<file path="config.mk">
export PLATFORM = sky130hd
export DESIGN_NAME = indexed_list_stack
export DESIGN_NICKNAME = d
export VERILOG_FILES = /design/src/hw/rtl/ils_pkg.sv /design/src/hw/rtl/ils_datapath.sv /design/src/hw/rtl/ils_controller.sv /design/src/hw/rtl/indexed_list_stack.sv
export SDC_FILE = /design/constraint.sdc
export NUM_CORES = 1
export LEC_CHECK = 0
export BUFFER_PORTS_ARGS = -buffer_cell sky130_fd_sc_hd__buf_4
export CAP_MARGIN = 20
export CORE_MARGIN = 2
export CORE_UTILIZATION = 45
export CTS_CLUSTER_DIAMETER = 150
export DETAILED_ROUTE_END_ITERATION = 12
export PLACE_DENSITY = 0.65
export SLEW_MARGIN = 20
export SYNTH_ARGS = -nofsm -noshare
export SYNTH_HDL_FRONTEND = slang
export SYNTH_SLANG_ARGS = --single-unit
</file>
<file path="constraint.sdc">
create_clock -name clk_i -period 6.33 [get_ports clk_i]
set_input_delay 1.5825 -clock clk_i [delete_from_list [all_inputs] [get_ports clk_i]]
set_output_delay 1.5825 -clock clk_i [all_outputs]
set_load 0.02 [all_outputs]
</file>
<file path="src/hw/rtl/ils_pkg.sv">
// Package for the indexed list stack: operation and status codes, the
// controller state type and the command and status structs between the
// controller and the datapath. Depends on nothing.
`default_nettype none

package ils_pkg;

  localparam int ModeW   = 3;
  localparam int StatusW = 2;

  // Operation codes carried on the mode field.
  typedef enum logic [ModeW-1:0] {
    MODE_APPEND    = 3'd0,
    MODE_POP_BACK  = 3'd1,
    MODE_INS_FRONT = 3'd2,
    MODE_INS_INDEX = 3'd3,
    MODE_REM_INDEX = 3'd4,
    MODE_QUERY     = 3'd5
  } mode_e;

  // Status codes returned with every result.
  typedef enum logic [StatusW-1:0] {
    STAT_OK    = 2'd0,
    STAT_RANGE = 2'd1,
    STAT_EMPTY = 2'd2,
    STAT_FULL  = 2'd3
  } status_e;

  // Class of work an operation needs.
  typedef enum logic [1:0] {
    CLS_QUERY  = 2'd0,
    CLS_INSERT = 2'd1,
    CLS_REMOVE = 2'd2
  } op_cls_e;

  // Read address selection for the entry memory.
  typedef enum logic [2:0] {
    RD_IDX   = 3'd0,
    RD_BELOW = 3'd1,
    RD_ABOVE = 3'd2,
    RD_FRONT = 3'd3,
    RD_BACK  = 3'd4
  } rd_sel_e;

  // Controller states.
  typedef enum logic [3:0] {
    ST_IDLE     = 4'd0,
    ST_CHECK    = 4'd1,
    ST_TAKE     = 4'd2,
    ST_TAKE_CAP = 4'd3,
    ST_MOVE     = 4'd4,
    ST_MOVE_WR  = 4'd5,
    ST_PUT      = 4'd6,
    ST_FRONT    = 4'd7,
    ST_BACK     = 4'd8,
    ST_BACK_CAP = 4'd9,
    ST_DONE     = 4'd10
  } ctl_state_e;

  // Commands from the controller to the datapath.
  typedef struct packed {
    logic    latch_req;
    rd_sel_e rd_sel;
    logic    wr_move;
    logic    wr_item;
    logic    idx_dec;
    logic    idx_inc;
    logic    cnt_inc;
    logic    cnt_dec;
    logic    cap_removed;
    logic    cap_front;
    logic    cap_back;
    logic    clr_view;
  } ils_cmd_t;

  // Status from the datapath to the controller.
  typedef struct packed {
    op_cls_e op_cls;
    logic    failed;
    logic    idx_above_tgt;
    logic    idx_below_last;
    logic    empty;
  } ils_stat_t;

endpackage

`default_nettype wire

</file>
<file path="src/hw/rtl/ils_datapath.sv">
// Datapath of the indexed list stack: request registers, entry memory,
// shift index, fill count and result registers. Depends on ils_pkg.
`default_nettype none

module ils_datapath
  import ils_pkg::*;
#(
  parameter int Depth     = 16,
  parameter int ItemWidth = 32,
  localparam int CntW     = $clog2(Depth + 1),
  localparam int AddrW    = $clog2(Depth)
) (
  input  wire                  clk_i,
  input  wire                  rst_ni,
  input  ils_cmd_t             cmd_i,
  output ils_stat_t            stat_o,
  input  wire [ModeW-1:0]      mode_i,
  input  wire [CntW-1:0]       position_i,
  input  wire [ItemWidth-1:0]  item_i,
  output logic [ItemWidth-1:0] removed_item_o,
  output logic                 removed_valid_o,
  output logic [StatusW-1:0]   status_o,
  output logic [CntW-1:0]      entry_count_o,
  output logic                 is_empty_o,
  output logic [ItemWidth-1:0] front_item_o,
  output logic [ItemWidth-1:0] back_item_o
);

  logic [ItemWidth-1:0] entry_mem_q [Depth];
  logic [ItemWidth-1:0] rdata_q;
  logic [AddrW-1:0]     raddr;
  logic [AddrW-1:0]     waddr;
  logic [ItemWidth-1:0] wdata;
  logic                 wen;

  logic [CntW-1:0]      count_q, count_d;
  logic [CntW-1:0]      idx_q, idx_d;
  logic [CntW-1:0]      tgt_q, tgt_d;
  logic [ItemWidth-1:0] item_q;
  op_cls_e              cls_q, cls_d;
  status_e              status_q, status_d;
  logic [ItemWidth-1:0] removed_q;
  logic                 removed_valid_q;
  logic [ItemWidth-1:0] front_q;
  logic [ItemWidth-1:0] back_q;

  logic full;
  logic empty;

  assign full  = (count_q >= CntW'(Depth));
  assign empty = (count_q == '0);

  // Decode a new request against the current fill count.
  always_comb begin
    cls_d    = CLS_QUERY;
    tgt_d    = '0;
    status_d = STAT_OK;
    case (mode_i)
      MODE_APPEND: begin
        cls_d = CLS_INSERT;
        tgt_d = count_q;
        if (full) status_d = STAT_FULL;
      end
      MODE_INS_FRONT: begin
        cls_d = CLS_INSERT;
        tgt_d = '0;
        if (full) status_d = STAT_FULL;
      end
      MODE_INS_INDEX: begin
        cls_d = CLS_INSERT;
        tgt_d = position_i;
        if (position_i > count_q) status_d = STAT_RANGE;
        else if (full)            status_d = STAT_FULL;
      end
      MODE_POP_BACK: begin
        cls_d = CLS_REMOVE;
        tgt_d = count_q - CntW'(1);
        if (empty) status_d = STAT_EMPTY;
      end
      MODE_REM_INDEX: begin
        cls_d = CLS_REMOVE;
        tgt_d = position_i;
        if (empty)                    status_d = STAT_EMPTY;
        else if (position_i >= count_q) status_d = STAT_RANGE;
      end
      default: begin
        cls_d = CLS_QUERY;
      end
    endcase
  end

  // Shift index: inserts walk down from the count, removals walk up from the target.
  always_comb begin
    idx_d = idx_q;
    if (cmd_i.latch_req) begin
      idx_d = (cls_d == CLS_INSERT) ? count_q : tgt_d;
    end else if (cmd_i.idx_dec) begin
      idx_d = idx_q - CntW'(1);
    end else if (cmd_i.idx_inc) begin
      idx_d = idx_q + CntW'(1);
    end
  end

  // Fill count update.
  always_comb begin
    count_d = count_q;
    if (cmd_i.cnt_inc)      count_d = count_q + CntW'(1);
    else if (cmd_i.cnt_dec) count_d = count_q - CntW'(1);
  end

  // Control registers.
  always_ff @(posedge clk_i or negedge rst_ni) begin
    if (!rst_ni) begin
      count_q         <= '0;
      removed_valid_q <= 1'b0;
    end else begin
      count_q <= count_d;
      if (cmd_i.latch_req)        removed_valid_q <= 1'b0;
      else if (cmd_i.cap_removed) removed_valid_q <= 1'b1;
    end
  end

  // Request and result payload registers.
  always_ff @(posedge clk_i) begin
    idx_q <= idx_d;
    if (cmd_i.latch_req) begin
      tgt_q     <= tgt_d;
      item_q    <= item_i;
      cls_q     <= cls_d;
      status_q  <= status_d;
      removed_q <= '0;
    end
    if (cmd_i.cap_removed) removed_q <= rdata_q;
    if (cmd_i.clr_view) begin
      front_q <= '0;
      back_q  <= '0;
    end
    if (cmd_i.cap_front) front_q <= rdata_q;
    if (cmd_i.cap_back)  back_q  <= rdata_q;
  end

  // Read address selection.
  always_comb begin
    case (cmd_i.rd_sel)
      RD_IDX:   raddr = idx_q[AddrW-1:0];
      RD_BELOW: raddr = idx_q[AddrW-1:0] - AddrW'(1);
      RD_ABOVE: raddr = idx_q[AddrW-1:0] + AddrW'(1);
      RD_FRONT: raddr = '0;
      RD_BACK:  raddr = count_q[AddrW-1:0] - AddrW'(1);
      default:  raddr = '0;
    endcase
  end

  // Write port: a shifted entry lands at the index, a new item at the target.
  assign wen   = cmd_i.wr_move | cmd_i.wr_item;
  assign waddr = cmd_i.wr_item ? tgt_q[AddrW-1:0] : idx_q[AddrW-1:0];
  assign wdata = cmd_i.wr_item ? item_q : rdata_q;

  // Entry memory with one write and one registered read port.
  always_ff @(posedge clk_i) begin
    if (wen) entry_mem_q[waddr] <= wdata;
    rdata_q <= entry_mem_q[raddr];
  end

  // Status towards the controller.
  assign stat_o.op_cls         = cls_q;
  assign stat_o.failed         = (status_q != STAT_OK);
  assign stat_o.idx_above_tgt  = (idx_q > tgt_q);
  assign stat_o.idx_below_last = ((idx_q + CntW'(1)) < count_q);
  assign stat_o.empty          = empty;

  // Result fields.
  assign removed_item_o  = removed_q;
  assign removed_valid_o = removed_valid_q;
  assign status_o        = status_q;
  assign entry_count_o   = count_q;
  assign is_empty_o      = empty;
  assign front_item_o    = front_q;
  assign back_item_o     = back_q;

endmodule

`default_nettype wire

</file>
<file path="src/hw/rtl/ils_controller.sv">
// Controller of the indexed list stack: sequences reads, shifts and writes
// of the entry memory for one item at a time. Depends on ils_pkg.
`default_nettype none

module ils_controller
  import ils_pkg::*;
(
  input  wire       clk_i,
  input  wire       rst_ni,
  input  wire       start,
  output logic      busy,
  output logic      done_o,
  input  ils_stat_t stat_i,
  output ils_cmd_t  cmd_o
);

  ctl_state_e state_q, state_d;

  // State register.
  always_ff @(posedge clk_i or negedge rst_ni) begin
    if (!rst_ni) begin
      state_q <= ST_IDLE;
    end else begin
      state_q <= state_d;
    end
  end

  // Next state.
  always_comb begin
    state_d = state_q;
    case (state_q)
      ST_IDLE: begin
        if (start) state_d = ST_CHECK;
      end
      ST_CHECK: begin
        if (stat_i.failed || stat_i.op_cls == CLS_QUERY) state_d = ST_FRONT;
        else if (stat_i.op_cls == CLS_INSERT)            state_d = ST_MOVE;
        else                                             state_d = ST_TAKE;
      end
      ST_TAKE:     state_d = ST_TAKE_CAP;
      ST_TAKE_CAP: state_d = ST_MOVE;
      ST_MOVE: begin
        if (stat_i.op_cls == CLS_INSERT) begin
          state_d = stat_i.idx_above_tgt ? ST_MOVE_WR : ST_PUT;
        end else begin
          state_d = stat_i.idx_below_last ? ST_MOVE_WR : ST_FRONT;
        end
      end
      ST_MOVE_WR:  state_d = ST_MOVE;
      ST_PUT:      state_d = ST_FRONT;
      ST_FRONT:    state_d = stat_i.empty ? ST_DONE : ST_BACK;
      ST_BACK:     state_d = ST_BACK_CAP;
      ST_BACK_CAP: state_d = ST_DONE;
      ST_DONE:     state_d = ST_IDLE;
      default:     state_d = ST_IDLE;
    endcase
  end

  // Commands for the datapath.
  always_comb begin
    cmd_o        = '0;
    cmd_o.rd_sel = RD_IDX;
    case (state_q)
      ST_IDLE: begin
        cmd_o.latch_req = start;
      end
      ST_TAKE: begin
        cmd_o.rd_sel = RD_IDX;
      end
      ST_TAKE_CAP: begin
        cmd_o.cap_removed = 1'b1;
      end
      ST_MOVE: begin
        if (stat_i.op_cls == CLS_INSERT) begin
          cmd_o.rd_sel = RD_BELOW;
        end else begin
          cmd_o.rd_sel  = RD_ABOVE;
          cmd_o.cnt_dec = !stat_i.idx_below_last;
        end
      end
      ST_MOVE_WR: begin
        cmd_o.wr_move = 1'b1;
        cmd_o.idx_dec = (stat_i.op_cls == CLS_INSERT);
        cmd_o.idx_inc = (stat_i.op_cls == CLS_REMOVE);
      end
      ST_PUT: begin
        cmd_o.wr_item = 1'b1;
        cmd_o.cnt_inc = 1'b1;
      end
      ST_FRONT: begin
        cmd_o.rd_sel   = RD_FRONT;
        cmd_o.clr_view = stat_i.empty;
      end
      ST_BACK: begin
        cmd_o.cap_front = 1'b1;
        cmd_o.rd_sel    = RD_BACK;
      end
      ST_BACK_CAP: begin
        cmd_o.cap_back = 1'b1;
      end
      default: begin
        cmd_o.rd_sel = RD_IDX;
      end
    endcase
  end

  // Handshake outputs.
  assign busy   = (state_q != ST_IDLE);
  assign done_o = (state_q == ST_DONE);

endmodule

`default_nettype wire

</file>
<file path="src/hw/rtl/indexed_list_stack.sv">
// Indexed list stack: the done_o strobe follows the check, any shifts and the view reads
// of the accepted item; the next item can be accepted in the cycle after done_o.
// Each shift is a read state, then a write state: the entry memory read is registered.
// Results are held for the one cycle of done_o and cannot be stalled.
// Reset empties the list at once; memory contents stay undefined until written.
// Top level: joins the controller and the datapath. Depends on ils_pkg.
`default_nettype none

module indexed_list_stack
  import ils_pkg::*;
#(
  parameter int DEPTH      = 16,
  parameter int ITEM_WIDTH = 32,
  localparam int CntW      = $clog2(DEPTH + 1)
) (
  input  wire                   clk_i,
  input  wire                   rst_ni,
  input  wire                   start,
  output logic                  busy,
  input  wire [ModeW-1:0]       mode_i,
  input  wire [CntW-1:0]        position_i,
  input  wire [ITEM_WIDTH-1:0]  item_i,
  output logic                  done_o,
  output logic [ITEM_WIDTH-1:0] removed_item_o,
  output logic                  removed_valid_o,
  output logic [StatusW-1:0]    status_o,
  output logic [CntW-1:0]       entry_count_o,
  output logic                  is_empty_o,
  output logic [ITEM_WIDTH-1:0] front_item_o,
  output logic [ITEM_WIDTH-1:0] back_item_o
);

  ils_cmd_t  cmd;
  ils_stat_t stat;

  // Sequencer.
  ils_controller u_ctl (
    .clk_i  (clk_i),
    .rst_ni (rst_ni),
    .start  (start),
    .busy   (busy),
    .done_o (done_o),
    .stat_i (stat),
    .cmd_o  (cmd)
  );

  // Storage and result registers.
  ils_datapath #(
    .Depth     (DEPTH),
    .ItemWidth (ITEM_WIDTH)
  ) u_dp (
    .clk_i           (clk_i),
    .rst_ni          (rst_ni),
    .cmd_i           (cmd),
    .stat_o          (stat),
    .mode_i          (mode_i),
    .position_i      (position_i),
    .item_i          (item_i),
    .removed_item_o  (removed_item_o),
    .removed_valid_o (removed_valid_o),
    .status_o        (status_o),
    .entry_count_o   (entry_count_o),
    .is_empty_o      (is_empty_o),
    .front_item_o    (front_item_o),
    .back_item_o     (back_item_o)
  );

endmodule

`default_nettype wire

</file>
After elaboration in Yosys (flattened, before gate mapping)
Memory sizes are Yosys's and may differ from the RTL's. A register that Yosys moved wholly into a read port is not among the register bits.
Index checks and enable logic that the tools add are counted.
{ "totals": {"n_memories": 1, "output_inout_bits": 107, "latchBits": 0, "mem_bits_rw": 512, "ff_bits": 152, "mem_bits_ro": 0, "word_cells": 111} }
{ "mem_list": {"columns": ["memory", "words", "word_bits", "read_ports", "rd_ports_with_merged_regs", "write_ports", "line_no", "source"], "rows": [
  ["u_dp.entry_mem_q", 16, 32, 1, 1, 1, "ils_datapath.sv:29", "logic [ItemWidth-1:0] entry_mem_q [Depth];"]
]} }
{ "op_classes": {"shifts": 0, "n_mux": 46, "n_eq_ne": 21, "n_div": 0, "n_mul": 0, "add_sub_neg": 7, "bitwise_logic": 1, "reduce_logical": 19, "n_lt_le_gt_ge": 5} }
{ "op_table": {"columns": ["cell", "n"], "rows": [
  ["$mux 32", 6],
  ["$pmux 4 s9", 1],
  ["$mux 5", 6],
  ["$mux 2", 9],
  ["$eq 4x3->1 const B", 4],
  ["$mux 4", 4],
  ["$pmux 4 s4", 1],
  ["$pmux 5 s3", 1],
  ["$mux 1", 14],
  ["$eq 4x4->1 const B", 3],
  ["$add 5x1->5 const B", 2],
  ["$gt 5x5->1", 2],
  ["$reduce_bool 2->1", 5],
  ["$sub 5x1->5 const B", 2],
  ["$eq 3x2->1 const B", 3],
  ["$pmux 3 s3", 1],
  ["$eq 4x2->1 const B", 2],
  ["$pmux 2 s4", 1],
  ["$reduce_or 2->1", 4],
  ["$sub 4x1->4 const B", 2],
  ["$eq 3x1->1 const B", 2],
  ["$eq 3x3->1 const B", 2],
  ["$logic_not 3->1", 2],
  ["$ge 5x5->1", 1],
  ["other kinds (18)", 19]
]} }

Depth between registers and ports, before layout
{ "logic_depth": {"depth_word": 7, "depth_mapped": 13, "depth_no_buf": 9} }

Cells and area by module
A second synthesis with hierarchy kept.
{ "unflattened": {"hier_cells": 1706, "area_unflattened_um2": 28300.9} }
{ "modules_own_cells": {"columns": ["mod", "seq_area_each_um2", "cells_each", "area_per_inst_um2", "instances"], "rows": [
  ["ils_datapath", 20429.6, 1649, 27869.2, 1],
  ["ils_controller", 100.1, 57, 431.7, 1]
]} }

Worst setup path after synthesis
Ideal clock, no wire load.
{ "synth_timing": {"path_type": "register -> register", "startpoint": "reg u_dp.count_q[0], in the netlist u_dp.entry_count_o[0]", "endpoint": "reg u_dp.back_q[0], in the netlist u_dp.back_item_o[0], enable pin", "arrival_time_ps": 3329, "stages_incl_launch_ff": 7, "t_required_ps": 5864, "setup_slack_ps": 2535, "cell_sequence": "dfrtp_1 -> clkbuf_1 -> inv_1 -> ha_1 -> nor4b_1 -> nand2b_1 -> o21ai_0"} }
{ "synth_via": {"elab_chain_cells": 3} }
{ "synth_rtl": {"columns": ["item", "line_no", "source"], "rows": [
  ["start: declaration", "ils_datapath.sv:36", "logic [CntW-1:0] count_q, count_d;"],
  ["start signal: assignment", "ils_datapath.sv:117", "count_q <= count_d;"],
  ["$logic_not 5->1", "ils_datapath.sv:51", "assign empty = (count_q == '0);"],
  ["net is_empty_o", "indexed_list_stack.sv:28", "output logic is_empty_o,"],
  ["$mux 1", "ils_controller.sv:63", "case (state_q)"],
  ["$reduce_bool 2->1 (no source line)", null, null],
  ["end signal: assignment", "ils_datapath.sv:139", "if (cmd_i.cap_back) back_q <= rdata_q;"],
  ["end: declaration", "ils_datapath.sv:45", "logic [ItemWidth-1:0] back_q;"]
]} }
The timed path passes the listed nets, and every way through them passes these cells.
A chain may end at the register's enable or synchronous reset.

Worst setup path after layout
{ "layout_timing": {"startpoint": "reg u_ctl.state_q[2]", "endpoint": "mem u_dp.entry_mem_q[10][4], enable pin"} }
{ "layout_via": {"elab_chain_cells": 5} }
{ "layout_rtl": {"columns": ["item", "line_no", "source"], "rows": [
  ["start: declaration", "ils_controller.sv:17", "ctl_state_e state_q, state_d;"],
  ["start signal: assignment", "ils_controller.sv:24", "state_q <= state_d;"],
  ["$eq 4x3->1", "ils_controller.sv:63", null],
  ["$mux 1", "ils_controller.sv:63", null],
  ["$or 1x1->1", "ils_datapath.sv:155", "assign wen = cmd_i.wr_move | cmd_i.wr_item;"],
  ["$mux 1", "ils_datapath.sv:161", "if (wen) entry_mem_q[waddr] <= wdata;"],
  ["$mux 1 (implied by the code)", "ils_datapath.sv:161", null],
  ["end: declaration", "ils_datapath.sv:29", null]
]} }
Parallel ways exist; a longest one is shown, timed or not.

==> metrics.md <==
| Metric | Value |
|---|---|
| Max cap viols | 0 |
| Setup TNS Final | 0 ps |
| Dpl hpwl | 42730 µm |
| Fin util | 52.39% |
| Most frequent cells in the layout | edfxtp_1, buf_4, nand2_1 |
| Met2 Usage GRT | 34.41% |
| Worst Max-Slew Pin Slew | 1052 ps |
| HP Class | flip-flop to flip-flop |
| EDFF count, synth | 654 |
| Root Buffer | clkbuf_16 |
| Post-route DRC violation count | 0 |
| Initial drt markers | 1523 |
| CTS buffer count | 71 |
| Worst Path Max Fanout | 23 |
| Clock slew at reported path FFs | 60 ps |
| CP Class | flip-flop to flip-flop |
| Nets | 2050 |
| Via/cell ratio | 5.906 |
| Relative slew slack | 29.61% |
| Row count | 92 |
| Final wirelength | 70680 µm |
| Design Power | 17.92 mW |
| Most common cell after layout, fill and taps aside | edfxtp_1 |
| Met3 usage | 3.055% |
| Die X | 256.8 µm |
| Setup bufs post-CTS | 0 |
| Met1 GRT Util | 29.85% |
| Final setup vio count | 0 |
| Syn Std Cell Area | 28760 µm² |
| Crit path required time | 6650 ps |
| Die area | 65950 µm² |
| Synth async-reset ratio | 1.437% |
| Synth Area per Inst | 15.38 µm² |
| Leakage power | 11.60 nW |
| Area grow syn2layout | 14.89% |
| Syn nets | 1933 |
| CTS tree | done |
| FF+latch count, synth | 696 |
| Multi-input gate area | 7686 µm² |
| Global route total overflow | 0 |
| Largest net degree at the start of global routing | 86 |
| GRT Overall Usage | 21.14% |
| I/O pin cnt | 150 |
| Status | completed |
| Startpoint types | flip-flop |
| YS warnings | 0 |
| Placer Congestion | 0.8599 |
| # port buffers | 149 |
| Vias in the first global route | 16953 |
| Final hold vios | 0 |
| WL/cell | 24.46 µm |
| Clk sink count | 696 |
| Most Crowded Layer GR | met2 |
| Clock Skews | 27.05 ps |
| Synthesized instance count | 1870 |
| Fillers | 5114 |
| Top FF cell, synth | edfxtp_1 |
| RSZ-0062 raised after global routing | no |
| Tmin final | 4504 ps |
| DR pass1 iterations | 7 |
| Critical Path AT | 4820 ps |
| Max frequency | 222.0 MHz |
| CP Capture Type | flip-flop |
| Distinct cells, synth | 82 |
| DRT antenna net count | 0 |
| Part of the cycle the worst path needs | 71.15% |
| Die Span Y | 256.8 µm |
| DR vias | 17063 |
| Worst skew pair latency | 620 ps |
| CTS H-tree lvls | 3 |
| Register area | 20530 µm² |
| Maximum VDD drop | 0.0004606 V |
| CTS resizes | 0 |
| Slew Viols, Final | 0 |
| Cell Pwr Density | 542.2 nW/µm² |
| Initial core utilization | 45.60% |
| Max Root-Sink Buffers | 3 |
| First-pass GRT wire length | 106100 µm |
| Cts hold-fix bufs | 0 |
| Layout cells sized above 1 | 17.09% |
| Post-synthesis sequential area ratio | 71.38% |
| Antenna violations before repair | 1 |
| Core Box Area | 63080 µm² |
## synth_stat cells, types with 35 or more instances
master	instances	area (µm²)
a2111oi_0	66	578.1
a211oi_1	67	503.0
a21boi_0	66	495.5
a21oi_1	47	235.2
a22oi_1	35	262.8
and2_1	97	606.8
and3_1	37	231.5
buf_2	35	175.2
clkbuf_1	79	296.5
edfxtp_1	654	19640
mux2i_1	135	1351
nand2_1	152	570.6
nor2_1	36	135.1
## per-stage QoR
step                      cell area (µm²)  setup WS [ps]  hold WS [ps]  instances
after floorplan                     28760           2535         534.8       1870
after global placement              30780           2007         480.6       2759
after detailed placement            30810           1886         486.7       2760
after CTS                           33040           1876         508.9       2888
after global routing                33040           1645         535.7       2888
final                               33050           1826         506.0       2889
## registers in the layout, indices dropped and copies added (netlist names), 32 cells and up
name	cells
u_dp.removed_item_o	32
u_dp.back_item_o	32
u_dp.item_q	32
u_dp.rdata_q	32
u_dp.entry_mem_q	512
u_dp.front_item_o	32
## worst max-delay path: stages, from the launching register on
cell and delay (ps):
dfrtp_1 820, nor2b_1 560, nand2_2 460, buf_4 410, nor2_1 160, a21oi_1 90
nand3b_1 440, nor2_4 910, buf_4 340
## cell type report
type	instances	share of cell area, %
clock inverters	33	0.9844
diodes	1	0.007573
repair buffers	188	4.445
flip-flops and latches	696	62.13
well taps	846	3.203
inverters	18	0.2045
multi-input cells	1012	23.26
clock buffers	95	5.770
## per-layer routing
| metal | up-vias | wire length [µm] | part of all wire (%) |
|---|---|---|---|
| met5 | - | 0 | 0 |
| met4 | 0 | 1233 | 1.7 |
| met3 | 97 | 4148 | 5.9 |
| met2 | 592 | 33950 | 48 |
| met1 | 8722 | 31350 | 44 |
| li1 | 7652 | - | - |
## where the power goes
| group | leakage [nW] | switching [mW] | internal (mW) |
|---|---|---|---|
| logic | 4.13 | 4.84 | 2.21 |
| clock network | 1.07 | 1.77 | 2.23 |
| registers | 6.39 | 0.470 | 6.39 |
| total | 11.6 | 7.09 | 10.8 |
## cells by family after synthesis
family                     Yosys count  synth area share [%]
adders and majority gates           20                0.8700
muxes                              136                 4.737
AOI/OAI and AO/OA                  458                 13.02
buffers and inverters              162                 2.649
xor gates and xnor gates            11                0.3611
DFF                                696                 71.38
and+or+nand+nor                    387                 6.986
## final timing paths
path	start	end	slack [ps]	cells after the start
max	u_ctl.state_q[2]	u_dp.entry_mem_q[10][4]	1830	8
min	u_dp.removed_valid_o	u_dp.removed_valid_o	510	1
max reg2reg	u_ctl.state_q[2]	u_dp.entry_mem_q[10][4]	1830	8
min reg2reg	u_dp.removed_valid_o	u_dp.removed_valid_o	510	1
max in group asynchronous	rst_ni	u_dp.entry_count_o[0]	5340	1
min in group asynchronous	rst_ni	u_ctl.state_q[1]	810	1
(Power assumes the default switching activity.)
